**src/rtl/core/stq_pkg.sv**
```systemverilog
package stq_pkg;

  localparam int unsigned MAX_TIMERS_DEF = 16;
  localparam int unsigned MAX_PROCS_DEF  = 32;

  localparam int unsigned TPS_W     = 14;
  localparam int unsigned PID_W     = 5;
  localparam int unsigned TIME_W    = 32;
  localparam int unsigned STATUS_W  = 3;
  localparam int unsigned S_TDATA_W = 72;
  localparam int unsigned M_TDATA_W = 8;

  localparam logic [TPS_W-1:0] TPS_RESET = TPS_W'(1000);

  // floor(x / 1000) == (x * MS_RECIP) >> MS_SHIFT for every 32-bit x
  localparam logic [TIME_W-1:0] MS_RECIP = TIME_W'(274877907);
  localparam int unsigned       MS_SHIFT = 38;

  typedef enum logic [STATUS_W-1:0] {
    STAT_QUEUED = 3'd0,
    STAT_DUE    = 3'd1,
    STAT_FULL   = 3'd2,
    STAT_WOKEN  = 3'd3,
    STAT_NONE   = 3'd4
  } status_e;

  typedef enum logic [3:0] {
    ST_IDLE,
    ST_MUL,
    ST_DIV,
    ST_CMP,
    ST_SCAN,
    ST_IRD,
    ST_IWR,
    ST_TICK0,
    ST_TICK1,
    ST_TRD,
    ST_TWR,
    ST_WRD,
    ST_WEV,
    ST_TEND,
    ST_RES
  } state_e;

  typedef struct packed {
    logic [TIME_W-1:0] target;
    logic [PID_W-1:0]  id;
  } waiter_t;

endpackage

```
**src/rtl/core/stq_ram.sv**
```systemverilog
module stq_ram #(
  parameter int unsigned Width = 32,
  parameter int unsigned Depth = 16,
  parameter int unsigned AddrW = (Depth > 1) ? $clog2(Depth) : 1
) (
  input  logic             clk_i,
  input  logic             we_i,
  input  logic [AddrW-1:0] waddr_i,
  input  logic [Width-1:0] wdata_i,
  input  logic [AddrW-1:0] raddr_i,
  output logic [Width-1:0] rdata_o
);

  logic [Width-1:0] mem_q [Depth];
  logic [Width-1:0] rdata_q;

  always_ff @(posedge clk_i) begin
    if (we_i) begin
      mem_q[waddr_i] <= wdata_i;
    end
    rdata_q <= mem_q[raddr_i];
  end

  assign rdata_o = rdata_q;

endmodule

```
**src/rtl/core/sleep_timer_queue_core.sv**
```systemverilog
// sleep request: the target is scaled to jiffies and answered due when not after now, else the
// timers are scanned in order to join a match or reject, else inserted with later timers shifted up;
// tick: none with no timer or no match, else the first timer goes and matched waiters are woken
// one request in work at a time on one shared multiplier and comparator, stores walked per entry
// reset clears the timer and waiter counts and loads a tick rate of 1000 hz;
// the stores are not cleared, entries beyond the counts are never used
module sleep_timer_queue_core #(
  parameter int unsigned MAX_TIMERS = stq_pkg::MAX_TIMERS_DEF,
  parameter int unsigned MAX_PROCS  = stq_pkg::MAX_PROCS_DEF
) (
  input  logic                              clk_i,
  input  logic                              rst_ni,
  input  logic                              cfg_valid_i,
  output logic                              cfg_ready_o,
  input  logic [stq_pkg::TPS_W-1:0]         cfg_data_i,
  input  logic                              s_axis_tvalid,
  output logic                              s_axis_tready,
  // process_id [4:0], wake_millis [36:5], now_jiffies [68:37], zero [71:69]
  input  logic [stq_pkg::S_TDATA_W-1:0]     s_axis_tdata,
  // command [0]
  input  logic                              s_axis_tuser,
  output logic                              m_axis_tvalid,
  input  logic                              m_axis_tready,
  // woken_id [4:0], zero [7:5]
  output logic [stq_pkg::M_TDATA_W-1:0]     m_axis_tdata,
  // status [2:0]
  output logic [stq_pkg::STATUS_W-1:0]      m_axis_tuser,
  output logic                              m_axis_tlast
);

  import stq_pkg::*;

  localparam int unsigned TIDX_W = (MAX_TIMERS > 1) ? $clog2(MAX_TIMERS) : 1;
  localparam int unsigned TCNT_W = $clog2(MAX_TIMERS + 1);
  localparam int unsigned WIDX_W = (MAX_PROCS > 1) ? $clog2(MAX_PROCS) : 1;
  localparam int unsigned WCNT_W = $clog2(MAX_PROCS + 1);
  localparam int unsigned WAIT_W = $bits(waiter_t);

  state_e state_q, state_d;

  logic [TPS_W-1:0]  tps_q;
  logic              cmd_q, cmd_d;
  logic [PID_W-1:0]  pid_q, pid_d;
  logic [TIME_W-1:0] millis_q, millis_d;
  logic [TIME_W-1:0] now_q, now_d;
  logic [TIME_W-1:0] prod_q, prod_d;
  logic [TIME_W-1:0] tgt_q, tgt_d;

  logic [TCNT_W-1:0] tcount_q, tcount_d;
  logic [TCNT_W-1:0] pos_q, pos_d;
  logic [TCNT_W-1:0] t_idx_q, t_idx_d;
  logic [WCNT_W-1:0] wcount_q, wcount_d;
  logic [WCNT_W-1:0] w_idx_q, w_idx_d;
  logic [WCNT_W-1:0] keep_q, keep_d;

  status_e          res_status_q, res_status_d;
  logic             pend_valid_q, pend_valid_d;
  logic [PID_W-1:0] pend_id_q, pend_id_d;

  logic             out_valid_q, out_valid_d;
  status_e          out_status_q, out_status_d;
  logic [PID_W-1:0] out_id_q, out_id_d;
  logic             out_last_q, out_last_d;
  logic             out_free;

  logic             emit;
  status_e          emit_status;
  logic [PID_W-1:0] emit_id;
  logic             emit_last;

  // shared arithmetic
  logic [TIME_W-1:0]   mul_a, mul_b;
  logic [2*TIME_W-1:0] mul_p;
  logic [TIME_W-1:0]   cmp_a, cmp_b;
  logic                cmp_lt, cmp_eq;

  // stores
  logic              t_we;
  logic [TIDX_W-1:0] t_waddr, t_raddr;
  logic [TIME_W-1:0] t_wdata, t_rdata;
  logic              w_we;
  logic [WIDX_W-1:0] w_waddr, w_raddr;
  waiter_t           w_wdata, w_rdata;
  logic [WAIT_W-1:0] w_rdata_raw;

  logic [TCNT_W-1:0] pos_inc, t_idx_dec, t_idx_inc;

  stq_ram #(
    .Width (TIME_W),
    .Depth (MAX_TIMERS)
  ) u_timer_ram (
    .clk_i   (clk_i),
    .we_i    (t_we),
    .waddr_i (t_waddr),
    .wdata_i (t_wdata),
    .raddr_i (t_raddr),
    .rdata_o (t_rdata)
  );

  stq_ram #(
    .Width (WAIT_W),
    .Depth (MAX_PROCS)
  ) u_waiter_ram (
    .clk_i   (clk_i),
    .we_i    (w_we),
    .waddr_i (w_waddr),
    .wdata_i (w_wdata),
    .raddr_i (w_raddr),
    .rdata_o (w_rdata_raw)
  );

  assign w_rdata = waiter_t'(w_rdata_raw);

  assign mul_p  = mul_a * mul_b;
  assign cmp_lt = cmp_a < cmp_b;
  assign cmp_eq = cmp_a == cmp_b;

  assign pos_inc   = pos_q + 1'b1;
  assign t_idx_dec = t_idx_q - 1'b1;
  assign t_idx_inc = t_idx_q + 1'b1;

  assign out_free = !out_valid_q || m_axis_tready;

  assign cfg_ready_o   = 1'b1;
  assign s_axis_tready = (state_q == ST_IDLE);
  assign m_axis_tvalid = out_valid_q;
  assign m_axis_tdata  = M_TDATA_W'(out_id_q);
  assign m_axis_tuser  = out_status_q;
  assign m_axis_tlast  = out_last_q;

  // operand selection for the shared units
  always_comb begin
    mul_a = millis_q;
    mul_b = TIME_W'(tps_q);
    if (state_q == ST_DIV) begin
      mul_a = prod_q;
      mul_b = MS_RECIP;
    end
    unique case (state_q)
      ST_CMP: begin
        cmp_a = now_q;
        cmp_b = tgt_q;
      end
      ST_TICK1: begin
        cmp_a = t_rdata;
        cmp_b = now_q;
      end
      ST_WEV: begin
        cmp_a = w_rdata.target;
        cmp_b = now_q;
      end
      default: begin
        cmp_a = t_rdata;
        cmp_b = tgt_q;
      end
    endcase
  end

  always_comb begin
    state_d      = state_q;
    cmd_d        = cmd_q;
    pid_d        = pid_q;
    millis_d     = millis_q;
    now_d        = now_q;
    prod_d       = prod_q;
    tgt_d        = tgt_q;
    tcount_d     = tcount_q;
    pos_d        = pos_q;
    t_idx_d      = t_idx_q;
    wcount_d     = wcount_q;
    w_idx_d      = w_idx_q;
    keep_d       = keep_q;
    res_status_d = res_status_q;
    pend_valid_d = pend_valid_q;
    pend_id_d    = pend_id_q;

    emit        = 1'b0;
    emit_status = STAT_NONE;
    emit_id     = '0;
    emit_last   = 1'b1;

    t_we    = 1'b0;
    t_waddr = t_idx_q[TIDX_W-1:0];
    t_wdata = t_rdata;
    t_raddr = '0;
    w_we    = 1'b0;
    w_waddr = wcount_q[WIDX_W-1:0];
    w_wdata = '{target: tgt_q, id: pid_q};
    w_raddr = w_idx_q[WIDX_W-1:0];

    unique case (state_q)
      ST_IDLE: begin
        if (s_axis_tvalid) begin
          cmd_d    = s_axis_tuser;
          pid_d    = s_axis_tdata[PID_W-1:0];
          millis_d = s_axis_tdata[PID_W +: TIME_W];
          now_d    = s_axis_tdata[PID_W+TIME_W +: TIME_W];
          state_d  = s_axis_tuser ? ST_TICK0 : ST_MUL;
        end
      end
      ST_MUL: begin
        prod_d  = mul_p[TIME_W-1:0];
        state_d = ST_DIV;
      end
      ST_DIV: begin
        tgt_d   = TIME_W'(mul_p[2*TIME_W-1:MS_SHIFT]);
        state_d = ST_CMP;
      end
      ST_CMP: begin
        if (!cmp_lt) begin
          res_status_d = STAT_DUE;
          state_d      = ST_RES;
        end else begin
          pos_d   = '0;
          state_d = ST_SCAN;
        end
      end
      ST_SCAN: begin
        if ((pos_q < tcount_q) && cmp_lt) begin
          pos_d   = pos_inc;
          t_raddr = pos_inc[TIDX_W-1:0];
        end else if (wcount_q >= WCNT_W'(MAX_PROCS)) begin
          res_status_d = STAT_FULL;
          state_d      = ST_RES;
        end else if ((pos_q < tcount_q) && cmp_eq) begin
          w_we         = 1'b1;
          wcount_d     = wcount_q + 1'b1;
          res_status_d = STAT_QUEUED;
          state_d      = ST_RES;
        end else if (tcount_q >= TCNT_W'(MAX_TIMERS)) begin
          res_status_d = STAT_FULL;
          state_d      = ST_RES;
        end else begin
          t_idx_d = tcount_q;
          state_d = ST_IRD;
        end
      end
      ST_IRD: begin
        if (t_idx_q == pos_q) begin
          t_we         = 1'b1;
          t_waddr      = pos_q[TIDX_W-1:0];
          t_wdata      = tgt_q;
          tcount_d     = tcount_q + 1'b1;
          w_we         = 1'b1;
          wcount_d     = wcount_q + 1'b1;
          res_status_d = STAT_QUEUED;
          state_d      = ST_RES;
        end else begin
          t_raddr = t_idx_dec[TIDX_W-1:0];
          state_d = ST_IWR;
        end
      end
      ST_IWR: begin
        t_we    = 1'b1;
        t_idx_d = t_idx_dec;
        state_d = ST_IRD;
      end
      ST_TICK0: begin
        if (tcount_q == '0) begin
          res_status_d = STAT_NONE;
          state_d      = ST_RES;
        end else begin
          state_d = ST_TICK1;
        end
      end
      ST_TICK1: begin
        if (cmp_eq) begin
          t_idx_d = TCNT_W'(1);
          state_d = ST_TRD;
        end else begin
          res_status_d = STAT_NONE;
          state_d      = ST_RES;
        end
      end
      ST_TRD: begin
        if (t_idx_q == tcount_q) begin
          tcount_d     = tcount_q - 1'b1;
          w_idx_d      = '0;
          keep_d       = '0;
          pend_valid_d = 1'b0;
          state_d      = ST_WRD;
        end else begin
          t_raddr = t_idx_q[TIDX_W-1:0];
          state_d = ST_TWR;
        end
      end
      ST_TWR: begin
        t_we    = 1'b1;
        t_waddr = t_idx_dec[TIDX_W-1:0];
        t_idx_d = t_idx_inc;
        state_d = ST_TRD;
      end
      ST_WRD: begin
        state_d = (w_idx_q == wcount_q) ? ST_TEND : ST_WEV;
      end
      ST_WEV: begin
        if (cmp_eq) begin
          // hold the match back until the next one shows whether it is last
          if (!pend_valid_q || out_free) begin
            emit         = pend_valid_q;
            emit_status  = STAT_WOKEN;
            emit_id      = pend_id_q;
            emit_last    = 1'b0;
            pend_valid_d = 1'b1;
            pend_id_d    = w_rdata.id;
            w_idx_d      = w_idx_q + 1'b1;
            state_d      = ST_WRD;
          end
        end else begin
          w_we    = 1'b1;
          w_waddr = keep_q[WIDX_W-1:0];
          w_wdata = w_rdata;
          keep_d  = keep_q + 1'b1;
          w_idx_d = w_idx_q + 1'b1;
          state_d = ST_WRD;
        end
      end
      ST_TEND: begin
        if (out_free) begin
          emit         = 1'b1;
          emit_status  = pend_valid_q ? STAT_WOKEN : STAT_NONE;
          emit_id      = pend_valid_q ? pend_id_q : '0;
          wcount_d     = keep_q;
          pend_valid_d = 1'b0;
          state_d      = ST_IDLE;
        end
      end
      ST_RES: begin
        if (out_free) begin
          emit        = 1'b1;
          emit_status = res_status_q;
          state_d     = ST_IDLE;
        end
      end
      default: state_d = ST_IDLE;
    endcase
  end

  always_comb begin
    out_valid_d  = out_valid_q && !m_axis_tready;
    out_status_d = out_status_q;
    out_id_d     = out_id_q;
    out_last_d   = out_last_q;
    if (emit) begin
      out_valid_d  = 1'b1;
      out_status_d = emit_status;
      out_id_d     = emit_id;
      out_last_d   = emit_last;
    end
  end

  always_ff @(posedge clk_i or negedge rst_ni) begin
    if (!rst_ni) begin
      state_q      <= ST_IDLE;
      tps_q        <= TPS_RESET;
      tcount_q     <= '0;
      wcount_q     <= '0;
      pend_valid_q <= 1'b0;
      out_valid_q  <= 1'b0;
    end else begin
      state_q      <= state_d;
      tcount_q     <= tcount_d;
      wcount_q     <= wcount_d;
      pend_valid_q <= pend_valid_d;
      out_valid_q  <= out_valid_d;
      if (cfg_valid_i && cfg_ready_o) begin
        tps_q <= cfg_data_i;
      end
    end
  end

  always_ff @(posedge clk_i) begin
    cmd_q        <= cmd_d;
    pid_q        <= pid_d;
    millis_q     <= millis_d;
    now_q        <= now_d;
    prod_q       <= prod_d;
    tgt_q        <= tgt_d;
    pos_q        <= pos_d;
    t_idx_q      <= t_idx_d;
    w_idx_q      <= w_idx_d;
    keep_q       <= keep_d;
    res_status_q <= res_status_d;
    pend_id_q    <= pend_id_d;
    out_status_q <= out_status_d;
    out_id_q     <= out_id_d;
    out_last_q   <= out_last_d;
  end

  // checks

  a_tcount_bound: assert property (@(posedge clk_i) disable iff (!rst_ni)
    int'(tcount_q) <= int'(MAX_TIMERS))
    else $error("timer count beyond store depth");

  a_wcount_bound: assert property (@(posedge clk_i) disable iff (!rst_ni)
    int'(wcount_q) <= int'(MAX_PROCS))
    else $error("waiter count beyond store depth");

  a_every_timer_waits: assert property (@(posedge clk_i) disable iff (!rst_ni)
    int'(wcount_q) >= int'(tcount_q))
    else $error("timer without a waiter");

  a_one_request: assert property (@(posedge clk_i) disable iff (!rst_ni)
    (s_axis_tvalid && s_axis_tready) |=> !s_axis_tready)
    else $error("request taken while one is in work");

  a_pend_scope: assert property (@(posedge clk_i) disable iff (!rst_ni)
    pend_valid_q |-> (state_q == ST_WRD || state_q == ST_WEV || state_q == ST_TEND))
    else $error("held wakeup outside the waiter walk");

  a_tick_item: assert property (@(posedge clk_i) disable iff (!rst_ni)
    (state_q == ST_WRD || state_q == ST_TRD) |-> cmd_q)
    else $error("waiter walk on a sleep request");

endmodule
```
**config.mk**
```make
export PLATFORM = sky130hd
export DESIGN_NAME = sleep_timer_queue_core
export DESIGN_NICKNAME = d
export VERILOG_FILES = /design/src/rtl/core/stq_pkg.sv /design/src/rtl/core/stq_ram.sv /design/src/rtl/core/sleep_timer_queue_core.sv
export SDC_FILE = /design/constraint.sdc
export NUM_CORES = 2
export LEC_CHECK = 0
export BUFFER_PORTS_ARGS = -buffer_cell sky130_fd_sc_hd__buf_2
export CAP_MARGIN = 25
export CORE_UTILIZATION = 40
export CTS_BUF_LIST = sky130_fd_sc_hd__clkbuf_16
export CTS_CLUSTER_DIAMETER = 30
export DETAILED_ROUTE_END_ITERATION = 7
export MAX_ROUTING_LAYER = met4
export PLACE_DENSITY_LB_ADDON = 0.3
export SETUP_SLACK_MARGIN = 0.05
export SKIP_LAST_GASP = 1
export SLEW_MARGIN = 15
export SYNTH_ARGS = -nofsm -noshare
export SYNTH_HDL_FRONTEND = slang
export SYNTH_HIERARCHICAL = 1
export SYNTH_SLANG_ARGS = --single-unit
```
**constraint.sdc**
```tcl
create_clock -name clk_i -period 12.1 [get_ports clk_i]
set_input_delay 1.21 -clock clk_i [delete_from_list [all_inputs] [get_ports clk_i]]
set_output_delay 1.21 -clock clk_i [all_outputs]
set_load 0.02 [all_outputs]
```
Word level (Yosys, flattened, before mapping)
Memory sizes are Yosys's and may differ from the RTL's. A register that Yosys moved wholly into a read port is not among the register bits.
Cells that the tools add are included.
- flip-flop bits (word level): 197
- RAM bits: 1696
- bits of input ports: 92
- word-level logic and storage cells: 204
- memories: 2
- memories (memory ; words ; width ; read ports ; clocked after memory_dff ; write ports ; RTL line ; text):
    u_waiter_ram.mem_q ; 32 ; 37 ; 1 ; 1 ; 1 ; stq_ram.sv:14 ; logic [Width-1:0] mem_q [Depth];
    u_timer_ram.mem_q ; 16 ; 32 ; 1 ; 1 ; 1 ; stq_ram.sv:14 ;
- add/subtract/negate cells: 8
- multipliers: 1
- $lt $le $gt $ge: 4
- eq/ne operators: 39
- mux-type cells: 98
- reductions and logical operators: 32
- operators by type and width (operator ; number):
    32-bit two-way mux ; 4
    5-bit two-way mux ; 15
    37-bit two-way mux ; 2
    32-bit by 32-bit multiplier with 64-bit output ; 1
    32-bit one-hot mux with 2 select lines ; 1
    4-bit two-way mux ; 14
    4-bit one-hot mux with 14 select lines ; 1
    6-bit two-way mux ; 9
    3-bit two-way mux ; 16
    2-bit != test, second input constant ; 18
    32-bit equality test ; 1
    32-bit < comparator ; 1
    5-bit one-hot mux with 2 select lines ; 3
    29-bit two-way mux ; 1
    4-bit equality test, second input constant ; 7
    6-bit one-hot mux with 2 select lines ; 2
    1-bit two-way mux ; 20
    5-bit one-hot mux with 4 select lines ; 1
    6-bit by 1-bit adder with 6-bit output, second input constant ; 3
    6-bit one-hot mux with 3 select lines ; 1
    4-bit by 3-bit equality test with 1-bit output, second input constant ; 4
    5-bit by 1-bit adder with 5-bit output, second input constant ; 3
    3-bit one-hot mux with 5 select lines ; 1
    3-bit AND reduction ; 5
    31 further kinds ; 48

Depth between registers and ports, before layout
- depth in word-level cells: 11
- gate-level depth with buffers: 37

Modules after synthesis
The synthesis kept the hierarchy.
- by module, submodules not included (module ; instances ; cells an instance ; area an instance (µm²)):
    stq_ram (u_waiter_ram) ; 1 ; 2605 ; 46847.4
    sleep_timer_queue_core ; 1 ; 3467 ; 32459.9
    stq_ram (u_timer_ram) ; 1 ; 838 ; 19835.3

Least setup slack after synthesis
OpenSTA, ideal clock, no wires.
- path kind: register -> register
- from: register state_q[3]
- to: register tgt_q[16], data pin
- arrival: 8.864 ns
- required time: 11.837 ns
- slack: 2.973 ns
- cell stages (with the launch flop): 36
- buffers on the path: 5
- path through: dfrtp_1 clkbuf_1 nor2_1 nand2_1 clkbuf_1 inv_1 clkbuf_1 nor2_1 clkbuf_1 nor2_1 fa_1 fa_1 fa_1 inv_1 fa_1 inv_1 fa_1 inv_1 fa_1 inv_1 fa_1 inv_1 fa_1 inv_1 ha_1 buf_2 a21oi_1 o21ai_1 nand2_1 o211ai_1 a31oi_4 o41ai_4 a31oi_2 o41ai_4 a41oi_1 xnor2_1
- cells in the longest elaborated chain, start to end: 3
- elaborated cells between the ends (all ways): 4
- classes of those cells: mul (1); eq/ne (1); mux (2)
- RTL lines (item ; RTL line ; text):
    from (decl) ; sleep_timer_queue_core.sv:39 ; state_e state_q, state_d;
    from (signal assigned) ; sleep_timer_queue_core.sv:361 ; state_q <= state_d;
    4-bit by 2-bit equality test with 1-bit output * ; sleep_timer_queue_core.sv:135 ; if (state_q == ST_DIV) begin
    32-bit two-way mux or 29-bit two-way mux (tied branches) ; sleep_timer_queue_core.sv:135 ;
    32-bit by 32-bit multiplier with 64-bit output * ; sleep_timer_queue_core.sv:114 ; assign mul_p = mul_a * mul_b;
    named net mul_p[54] ; sleep_timer_queue_core.sv:73 ; logic [2*TIME_W-1:0] mul_p;
    to (signal assigned) ; sleep_timer_queue_core.sv:378 ; tgt_q <= tgt_d;
    to (decl) ; sleep_timer_queue_core.sv:47 ; logic [TIME_W-1:0] tgt_q, tgt_d;
The timed path passes the listed nets; every way through them passes the cells marked *.
A chain may end at the register's enable or synchronous reset.

Worst setup path after layout
- from: register state_q[1]
- to: register tgt_q[18], data pin
Same word-level chain as after synthesis.

==> results.env <==
SETUP-TNS-FINAL_NS=0
PLACE_HPWL_UM=159700
CLOCK_TREE.ROOT_CELL='clkbuf_16'
VIOLATED_CHECKS='DRC'
FINAL_NETS=8158
DIE_AREA_MM2=0.2499
POWER.DENSITY_CELL_AREA_mW_PER_MM2=226.9
PIN_COUNT=107
DRT_ITER0_DRC=5702
SYNTH_TOP_FLOP_CELL='edfxtp_1'
TOTAL_LEAKAGE_POWER_nW=44.59
NUMCLOCKSINKS=1959
COUNT_OF_VIAS_PLACED_BY_THE_DETAILED_ROUTER=59010
FINAL.SETUP.WORST_SLACK_NS=1.372
DIE_HEIGHT_UM=499.9
SYNTH_SEQ_CELLS=1959
SLEW_HEADROOM=0.2379
MAXIMUM_NUMBER_OF_PINS_ON_ONE_NET_BEFORE_GLOBAL_ROUTE_REPAIR=149
POSTSYNTHCELLCOUNT=6910
FINAL_COMMON_CELL='edfxtp_1'
MULTI_INPUT_COMB_AREA_MM2=0.03740
WORST_SKEW_PAIR.LATE_LATENCY_NS=0.88
MAPPEDNETLISTAREA_MM2=0.09914
WORSTMARGINPINSLEW_NS=1.143
VIAS_PER_CELL=5.476
POST_SYNTH.CELL_AREA_AVG_UM2=14.35
CTS_HOLD_REPAIR.BUFFERS=0
SYNTH_TOP_AREA_CELLS='edfxtp_1, fa_1, mux2i_1'
POST-SYNTH-TOP-AREA-CELL='edfxtp_1'
CRITICAL_PATH.ENDPOINT_TYPE='register'
POWER.IR.VDD_WORST_uV=414.4
GRT_FIRST_PASS_WIRELENGTH_UM=398800
SYNTH_TOP_CELL_AREA_SHARE=0.5631
COREAREA_MM2=0.2462
CTS-HTREE-LEVELS=5
SYNTH.YOSYS.SEQ_AREA_SHARE=0.5849
POSTROUTEWIRELENGTH_UM=268600
MAX_CLOCK_FREQ_MHz=93.21
CTS_RESIZED=0
CRITICAL_PATH_ARRIVAL_NS=11.38
DRV_CAP=0
NUMPORTBUFFERS=99
POST_LAYOUT_MINIMUM_CYCLE_TIME_NS=10.73
CRITICAL_PATH_PEAK_FANOUT=50
OUTCOME='complete, but fails checks'
SYNTH_CELL_TYPE_COUNT=88
TRITONCTS='done'
START_UTIL=0.4028
FINAL-SETUP-VIOL-COUNT=0
FINAL-MAX-SLEW-VIOLATION-COUNT=0
GRT_OVERALL_USAGE=0.2211
AREA.SEQUENTIAL_MM2=0.05799
FILLERINSTANCES=21270
CRITPATHKIND='reg -> reg'
CRITPATHREQUIREDTIME_NS=12.76
CRITICAL_PATH.STARTPOINT_TYPE='register'
GRT_OVERFLOW=0
SYNTH_EDF_COUNT=1859
ANTENNA_FOUND_INITIAL=8
FINCLKSKEW_NS=0.1118
HOLD_VIOL=0
NUMBER_OF_ANTENNA_VIOLATING_NETS_IN_THE_ROUTED_DESIGN=0
CTS_INSERTED_BUFFERS=356
FINALCRITPERIODSHARE=0.8866
CTS.PATH.MAX_BUFFERS=4
PLACE.GP.CONGESTION=0.9233
ROUTEDWLPERCELL_UM=24.93
SHARE_OF_FINAL_LAYOUT_STANDARD_CELLS_STRONGER_THAN_DRIVE_STRENGTH_1=0.1406
POSTSYNTH.ASYNCRESETSHARE=0.01582
VIA_COUNT_OF_THE_FIRST_GLOBAL_ROUTING_PASS=60320
DIE_WIDTH_UM=499.9
POST_PLACE_CELLS=10110
ROWS=182
CLKTRANSATPATHREGS_NS=0.04
HP-CLASS='reg -> reg'
DP_WORST_SETUP_SLACK_NS=1.626
DR.PASS1.ITERS=8
LAYOUT_COMMON_CELLS='edfxtp_1, inv_1, mux2i_1'
POST-CTS-SETUP-BUFFERS=0
NUMBER_OF_NON_FILLER_INSTANCES_IN_THE_COMPLETED_LAYOUT=10780
FLOW.AREA_GROWTH_FROM_SYNTHESIS_PCT=16.54
RSZ_0062_RAISED_AFTER_GLOBAL_ROUTING='no'
DETAIL_ROUTE.DRC_VIOLATIONS=15
YOSYS_WARNING_TOTAL=6
-- final timing paths --
path / end / cells past startpoint / slack (ns) / from
hold reg to reg: pend_id_q[3] / 0 / 0.43 / u_waiter_ram/rdata_o[3]
max in group asynchronous: wcount_q[5] / 1 / 11.01 / rst_ni
setup reg to reg: tgt_q[18] / 27 / 1.37 / state_q[1]
setup / recovery: tgt_q[18] / 27 / 1.37 / state_q[1]
hold / removal: pend_id_q[3] / 0 / 0.43 / u_waiter_ram/rdata_o[3]
min in group asynchronous: tps_q[12] / 1 / 0.51 / rst_ni
-- state kept, by name, indices dropped and copies added, names as in the netlist, 3 cells and up --
name,count
pend_id_q,5
keep_q,6
res_status_q,3
wcount_q,6
pos_q,5
out_id_q,5
u_waiter_ram/rdata_o,37
pid_q,5
m_axis_tuser,3
prod_q,32
u_timer_ram/rdata_o,32
tps_q,14
u_waiter_ram/mem_q,1184
t_idx_q,5
u_timer_ram/mem_q,512
now_q,32
tcount_q,5
state_q,4
tgt_q,23
millis_q,32
w_idx_q,6
-- report_power, final --
part	switching [mW]	leakage [nW]	internal, mW
logic	5.38	24.4	3.36
clock network	3.36	5.98	6.44
registers	0.0122	14.2	7.67
-- stage by stage --
stage               power (mW)  cell area (um2)  hold WS (ns)  utilization
global placement         16.39           103500        0.4171       0.4204
global route             27.62           115500        0.4376       0.4694
finish                   26.22           115500        0.4303       0.4694
detailed placement       16.35           103500        0.4205       0.4205
CTS                      26.31           115500        0.4312       0.4691
floorplan                14.11            99150        0.4027            -
-- kinds of logic (layout without fill, tap and decap cells) --
family                     after synthesis  in the layout  synth area share
other                                    2              7        0.00007575
buffers and inverters                 1007           1555           0.04282
adders and majority gates              901            901            0.1509
xor gates and xnor gates                80             80          0.007067
AOI/OAI and AO/OA                      805            805           0.05487
and+or+nand+nor                       1367           1367           0.06294
DFF                                   1959           1959            0.5849
muxes                                  789            789           0.09639
-- cell type report --
| class | instances | share of cell area |
|---|---|---|
| Multi-Input combinational cell | 3946 | 0.3237 |
| Sequential cell | 1959 | 0.5019 |
| Clock buffer | 362 | 0.07840 |
| Tap cell | 3312 | 0.03586 |
| Antenna cell | 3 | 0.00006497 |
| Timing Repair Buffer | 224 | 0.01298 |
| Clock inverter | 290 | 0.02509 |
| Inverter | 679 | 0.02206 |
-- cells in the mapped netlist, types with 24 or more instances --
| master | instances |
|---|---|
| and3_1 | 168 |
| xor2_1 | 26 |
| ha_1 | 408 |
| nand2b_1 | 33 |
| mux2i_1 | 615 |
| buf_2 | 57 |
| edfxtp_1 | 1859 |
| and2_1 | 28 |
| a22o_1 | 76 |
| xnor2_1 | 54 |
| nand4_1 | 24 |
| nor2_1 | 257 |
| inv_1 | 679 |
| mux4_2 | 128 |
| a22oi_1 | 208 |
| fa_1 | 492 |
| buf_4 | 35 |
| buf_6 | 27 |
| o21ai_0 | 50 |
| a21oi_1 | 245 |
| clkbuf_1 | 184 |
| nand3_1 | 157 |
| a31oi_1 | 53 |
| nor3_1 | 67 |
| a21o_1 | 67 |
| dfrtp_1 | 25 |
| dfxtp_1 | 69 |
| mux2_2 | 46 |
| nand2_1 | 577 |
-- worst max-delay path: stages (launching register included) --
cell	delay, ns
dfrtp_1	0.56
inv_1	0.22
nor2_2	0.62
nand2_4	0.42
buf_4	0.43
a21oi_1	0.94
nor2_1	0.15
fa_1	0.55
fa_1	0.41
fa_1	0.49
inv_1	0.05
fa_1	0.47
inv_1	0.09
fa_1	0.49
ha_1	0.30
fa_1	0.48
inv_1	0.05
fa_1	0.49
inv_1	0.05
ha_1	0.44
nand4_1	0.23
o41ai_1	0.74
a31oi_1	0.38
a2111oi_2	0.54
o211ai_1	0.23
a21oi_1	0.36
o21ai_0	0.15
a2bb2oi_1	0.20
-- routing by layer --
metal	up-vias	track usage	wire, um
met5	-	-	0
met4	0	0.06384	7377
met3	430	0.03423	19710
met2	2284	0.3343	122800
met1	30530	0.3089	118700
li1	25760	-	-
No activity file was read; power rests on OpenSTA's default activity.
